--- src/rtl/ild_pkg.sv ---
// ============================================================================
// ild_pkg
// Shared types, codes, field widths and elaboration helpers of the list block.
// ============================================================================
package ild_pkg;

    // Field widths of a request and a response
    localparam int OP_W       = 3;
    localparam int POS_W      = 6;
    localparam int WORD_W     = 64;
    localparam int COUNT_W    = 7;
    localparam int STATUS_W   = 2;

    // Default number of cells
    localparam int CAPACITY_DEF = 64;

    // Fan-in of one read-out tree node, as a power of two
    localparam int TREE_FANIN_LOG2 = 3;
    localparam int TREE_FANIN      = 1 << TREE_FANIN_LOG2;

    typedef enum logic [OP_W-1:0] {
        OP_APPEND    = 3'd0,
        OP_INSERT    = 3'd1,
        OP_OVERWRITE = 3'd2,
        OP_DELETE    = 3'd3,
        OP_DROP      = 3'd4,
        OP_CLEAR     = 3'd5,
        OP_READ      = 3'd6
    } t_op;

    typedef enum logic [STATUS_W-1:0] {
        STAT_OK      = 2'd0,
        STAT_BAD_POS = 2'd1,
        STAT_FULL    = 2'd2
    } t_status;

    typedef enum logic {
        ST_IDLE = 1'b0,
        ST_WAIT = 1'b1
    } t_state;

    // Per-transaction command broadcast to every cell
    typedef struct packed {
        logic ins;  // open a gap at the index, store the word there
        logic del;  // close the gap at the index
        logic wr;   // store the word at the index
    } t_cell_ctl;

    // Nodes on one tree level (level 0 is the row of taps)
    function automatic int tree_nodes(input int n, input int lvl);
        int c;
        c = n;
        for (int k = 0; k < lvl; k++) begin
            c = (c + TREE_FANIN - 1) >> TREE_FANIN_LOG2;
        end
        return c;
    endfunction

    // Registered levels needed to reduce n taps to one node
    function automatic int tree_levels(input int n);
        int c;
        int lvl;
        c   = n;
        lvl = 0;
        while (c > 1) begin
            c   = (c + TREE_FANIN - 1) >> TREE_FANIN_LOG2;
            lvl = lvl + 1;
        end
        return lvl;
    endfunction

    // Offset of a level's first node in the flat node array (levels from 1)
    function automatic int tree_off(input int n, input int lvl);
        int s;
        s = 0;
        for (int m = 1; m < lvl; m++) begin
            s = s + tree_nodes(n, m);
        end
        return s;
    endfunction

endpackage

--- src/rtl/ild_cell.sv ---
// ============================================================================
// ild_cell
// One list entry: holds a word, loads a new word or takes its neighbor's word
// on insert and delete, and presents its word on the read tap when selected.
// ============================================================================
module ild_cell #(
    parameter int INDEX = 0,
    parameter int IDX_W = 6,
    parameter int CNT_W = 7
) (
    input  logic                          i_clk,
    input  ild_pkg::t_cell_ctl            i_ctl,
    input  logic [IDX_W-1:0]              i_idx,
    input  logic [CNT_W-1:0]              i_count,
    input  logic [ild_pkg::WORD_W-1:0]    i_value,
    input  logic [ild_pkg::WORD_W-1:0]    i_left,
    input  logic [ild_pkg::WORD_W-1:0]    i_right,
    input  logic                          i_rd_en,
    input  logic [IDX_W-1:0]              i_rd_pos,
    output logic [ild_pkg::WORD_W-1:0]    o_word,
    output logic [ild_pkg::WORD_W-1:0]    o_tap
);

    localparam logic [IDX_W-1:0] MY_IDX   = IDX_W'(INDEX);
    localparam logic [CNT_W-1:0] MY_CNT   = CNT_W'(INDEX);
    localparam logic [CNT_W-1:0] MY_NEXT  = CNT_W'(INDEX + 1);

    logic [ild_pkg::WORD_W-1:0] r_word;
    logic [ild_pkg::WORD_W-1:0] n_word;

    // Pick the next word: new value, word from below, word from above, or hold
    always_comb begin
        n_word = r_word;
        priority if ((i_ctl.wr || i_ctl.ins) && i_idx == MY_IDX) begin
            n_word = i_value;
        end else if (i_ctl.ins && i_idx < MY_IDX && MY_CNT <= i_count) begin
            n_word = i_left;
        end else if (i_ctl.del && i_idx <= MY_IDX && MY_NEXT < i_count) begin
            n_word = i_right;
        end else begin
            n_word = r_word;
        end
    end

    always_ff @(posedge i_clk) begin
        r_word <= n_word;
    end

    assign o_word = r_word;

    // Show the word on the read tap only when this cell is addressed
    assign o_tap = (i_rd_en && i_rd_pos == MY_IDX) ? r_word : '0;

endmodule

--- config.mk ---
export PLATFORM = sky130hd
export DESIGN_NAME = ild_cell
export DESIGN_NICKNAME = d
export VERILOG_FILES = /design/src/rtl/ild_pkg.sv /design/src/rtl/ild_cell.sv
export SDC_FILE = /design/constraint.sdc
export NUM_CORES = 1
export LEC_CHECK = 0
export BUFFER_PORTS_ARGS = -buffer_cell sky130_fd_sc_hd__buf_2
export CORE_AREA = 4 4 130 132
export DETAILED_ROUTE_END_ITERATION = 7
export DIE_AREA = 0 0 134 136
export PLACE_DENSITY = 0.56
export SETUP_SLACK_MARGIN = 0.02
export SLEW_MARGIN = 40
export SYNTH_ARGS = -nofsm -noshare
export SYNTH_HDL_FRONTEND = slang
export SYNTH_SLANG_ARGS = --single-unit
--- constraint.sdc ---
create_clock -name i_clk -period 11.1 [get_ports i_clk]
set_clock_uncertainty 0.2 [all_clocks]
set_input_delay 2.22 -clock i_clk [delete_from_list [all_inputs] [get_ports i_clk]]
set_output_delay 2.22 -clock i_clk [all_outputs]
set_load 0.02 [all_outputs]
==> qor.txt <==
PWR
---------------------------------------------------------------------------------
Switching power ....................................................   0.000110 W
Total power divided by cell area ...................................   108 mW/mm2
Internal power .....................................................   0.000445 W
Clock Power Share ..................................................        42.4%
Combinational share of power .......................................         8.9%
Switching Fraction .................................................        19.9%
Part of the power in registers .....................................        48.7%
Leakage ............................................................      2.45 nW
Peak supply drop ...................................................  0.0000639 V

MIN PATH
---------------------------------------------------------------------------------
Hold path depth ....................................................            2
Worst hold-check path type ......................................... primary input to flip-flop
WHS Endpoint .......................................................    o_word[0]
Hold Crit Start ....................................................   i_value[0]

GLOBAL ROUTING
---------------------------------------------------------------------------------
Global-route wire length before repair .............................     14900 um
Pin count of the biggest net entering global routing ...............           65
Number of global-route vias before repair ..........................         2890
Overflow left after global routing .................................            0
Combined global-route utilization of all metal layers ..............        10.6%
Number of antenna violations at the first check in global routing ..            0

CLOCK NETWORK
---------------------------------------------------------------------------------
Gates resized, CTS repair ..........................................            0
Clk slew on worst S/H paths ........................................      0.05 ns
Longest Clk Path Bufs ..............................................            2
Clock tree from TritonCTS ..........................................          yes
Clock buffer count from CTS ........................................            9
Post-CTS setup repair buffer count .................................            0
Number of sinks driven by the clock tree ...........................           64
CTS Root Cell ...................................................... sky130_fd_sc_hd__clkbuf_16
H-tree Lvls ........................................................            3
Hold buffer count at cts ...........................................            0

FLOORPLANNING
---------------------------------------------------------------------------------
Rows ...............................................................           46
I/O pin count ......................................................          344
Die height .........................................................       136 um
Initial cell density of the core ...................................        20.7%
Core Footprint .....................................................   0.0157 mm2
Floorplan die area .................................................   0.0182 mm2
X dimension of the die .............................................       134 um

STA
---------------------------------------------------------------------------------
Highest clock rate .................................................    0.154 GHz
Headroom to the max-slew limit .....................................        58.8%
Fraction of the cycle the final worst path needs ...................        58.4%
Number of max-slew violations in the final report ..................            0
Slew at the pin with the worst max-slew slack ......................     0.617 ns
Setup TNS ..........................................................         0 ns
Final Hold Viols ...................................................            0
Finish-stage setup viols ...........................................            0
Unrepaired setup endpoints after global routing ....................           no
Min Clock Period, post-route .......................................      6.48 ns

YOSYS
---------------------------------------------------------------------------------
Library cell occupying the most area in the post-synthesis netlist . sky130_fd_sc_hd__edfxtp_1
Synth cell types ...................................................           15
Top cells by area in the synthesized netlist ....................... sky130_fd_sc_hd__edfxtp_1 59%, sky130_fd_sc_hd__mux2_2 22%, sky130_fd_sc_hd__and2_2 12%, sky130_fd_sc_hd__and2_1 2.1%, sky130_fd_sc_hd__buf_2 1.1%
Warnings, synthesis ................................................            0
Post-Syn Area per Cell .............................................     15.1 um2
Register area share after synthesis ................................        59.1%
Synthesized netlist net count ......................................          431
Post-synth top area share ..........................................        59.1%
Number of cells produced by synthesis ..............................          215
Number of register bits inferred by synthesis ......................           64
Post-synthesis cell area ...........................................  0.00325 mm2

FINAL LAYOUT
---------------------------------------------------------------------------------
Final Net Count ....................................................          712
Most common cell after layout, fill and taps aside ................. sky130_fd_sc_hd__buf_2
Number of antenna repair diodes ....................................            0
Synthesis-to-finish area growth ....................................        58.2%
Max reg flops ......................................................           64
Share of layout cells above drive strength 1 .......................        82.9%
End-of-flow core utilization .......................................        32.8%
Highest-count cells in the layout ignoring fill and taps ........... 278 x sky130_fd_sc_hd__buf_2, 64 x sky130_fd_sc_hd__mux2_2, 64 x sky130_fd_sc_hd__edfxtp_1

CRITICAL PATH
---------------------------------------------------------------------------------
Startpoint kind of the worst setup timing path ..................... primary input
Kind of cell adding the most delay to the critical path ............ simple AND/OR/NAND/NOR gates
Worst EP arrival ...................................................      4.06 ns
Master of the slowest instance on the critical path ................ sky130_fd_sc_hd__or4b_4
Crit path buffers/inverters ........................................            4
Crit path capture type ............................................. primary output
Type of the worst setup path ....................................... primary input to primary output
Worst-path fanout max ..............................................           37
Cell-by-cell trace of the critical path ............................ buf_2 > or4b_4 > nor4_4 > buf_4 > buf_4 > and2_2 > buf_2
Worst stage delay on the critical path .............................      0.54 ns
Crit path required time ............................................      8.68 ns

DRT
---------------------------------------------------------------------------------
Final wirelength ...................................................     10100 um
Router iterations before antenna repair ............................            4
Number of DRC markers after the initial detailed-route iteration ...           68
Via total after detailed routing ...................................         2797
DRC violations left ................................................            0
Routed len/inst ....................................................      14.1 um
DR vias/cell .......................................................         3.92
ANT nets after route ...............................................            0

PLACE
---------------------------------------------------------------------------------
Total of buffers placed on input and output ports ..................          278
Placer congestion estimate .........................................        0.755
Placed wire-length estimate after detailed placement ...............      7950 um

RUN
---------------------------------------------------------------------------------
Max-cap violations .................................................            0

OUTCOME
---------------------------------------------------------------------------------
Run status ......................................................... finished, final reports clean

[area by class of cell]
class,count,area [um2]
Timing Repair Buffer,283,1440
Fill cell,1614,10600
Clock buffer,10,229
Multi-Input combinational cell,138,1280
Sequential cell,64,1920
Tap cell,216,270
Clock inverter,3,12.5
[routing by layer]
layer / GRT usage, % / wire, um / up-vias
met5: 0 / 0 / -
met1: 11.8 / 3950 / 1301
li1: - / - / 1343
met2: 18.3 / 5050 / 141
met4: 5.54 / 214 / 0
met3: 3.11 / 851 / 12
[power groups by stage]
stage	clock network, W	registers (W)	logic, W
floorplan	0	0.000278	0.0000155
global placement	0	0.000275	0.0000492
detailed placement	0	0.000275	0.0000498
CTS	0.000246	0.000271	0.0000499
global route	0.000260	0.000271	0.0000541
finish	0.000236	0.000271	0.0000493
[cells in the mapped netlist]
cell type / number
sky130_fd_sc_hd__nand2_1: 1
sky130_fd_sc_hd__o31ai_1: 1
sky130_fd_sc_hd__a21oi_1: 1
sky130_fd_sc_hd__mux2_2: 64
sky130_fd_sc_hd__nor4_1: 1
sky130_fd_sc_hd__nor4_4: 1
sky130_fd_sc_hd__buf_2: 7
sky130_fd_sc_hd__or4_1: 1
sky130_fd_sc_hd__clkbuf_2: 6
sky130_fd_sc_hd__and2_1: 11
sky130_fd_sc_hd__edfxtp_1: 64
sky130_fd_sc_hd__nand3b_1: 1
sky130_fd_sc_hd__nor2_1: 2
sky130_fd_sc_hd__or4b_4: 1
sky130_fd_sc_hd__and2_2: 53
[how the worst max path moves through the flow]
stage	from	endpoint	slack [ns]	cells after the start
3_3_place_gp	i_rd_pos[2]	o_tap[63]	4.02	6
2_1_floorplan	i_idx[3]	o_word[0]	4.64	3
5_1_grt	i_rd_pos[2]	o_tap[63]	4.48	7
4_1_cts	i_rd_pos[2]	o_tap[63]	4.58	7
6_report	i_rd_pos[2]	o_tap[63]	4.62	7
3_5_place_dp	i_rd_pos[2]	o_tap[63]	4.58	7
[stage by stage]
| step | power (W) | cell area (um2) | hold WS, ns | cells | worst slack (ns) |
|---|---|---|---|---|---|
| 2_1_floorplan | 0.000294 | 3250 | 2.24 | 215 | 4.64 |
| 3_3_place_gp | 0.000324 | 4880 | 2.32 | 699 | 4.02 |
| 3_5_place_dp | 0.000325 | 4900 | 2.33 | 701 | 4.58 |
| 4_1_cts | 0.000567 | 5140 | 1.97 | 714 | 4.58 |
| 5_1_grt | 0.000584 | 5150 | 1.97 | 714 | 4.48 |
| 6_report | 0.000556 | 5150 | 1.99 | 714 | 4.62 |
[cell families after synthesis]
group                  Yosys count  synth area share [%]
and+or+nand+nor                 72                  16.4
muxes                           64                  22.1
DFF                             64                  59.1
buffers and inverters           13                  2.00
AOI/OAI and AO/OA                2                 0.384
Note: power is estimated with default switching activity, not from simulation.
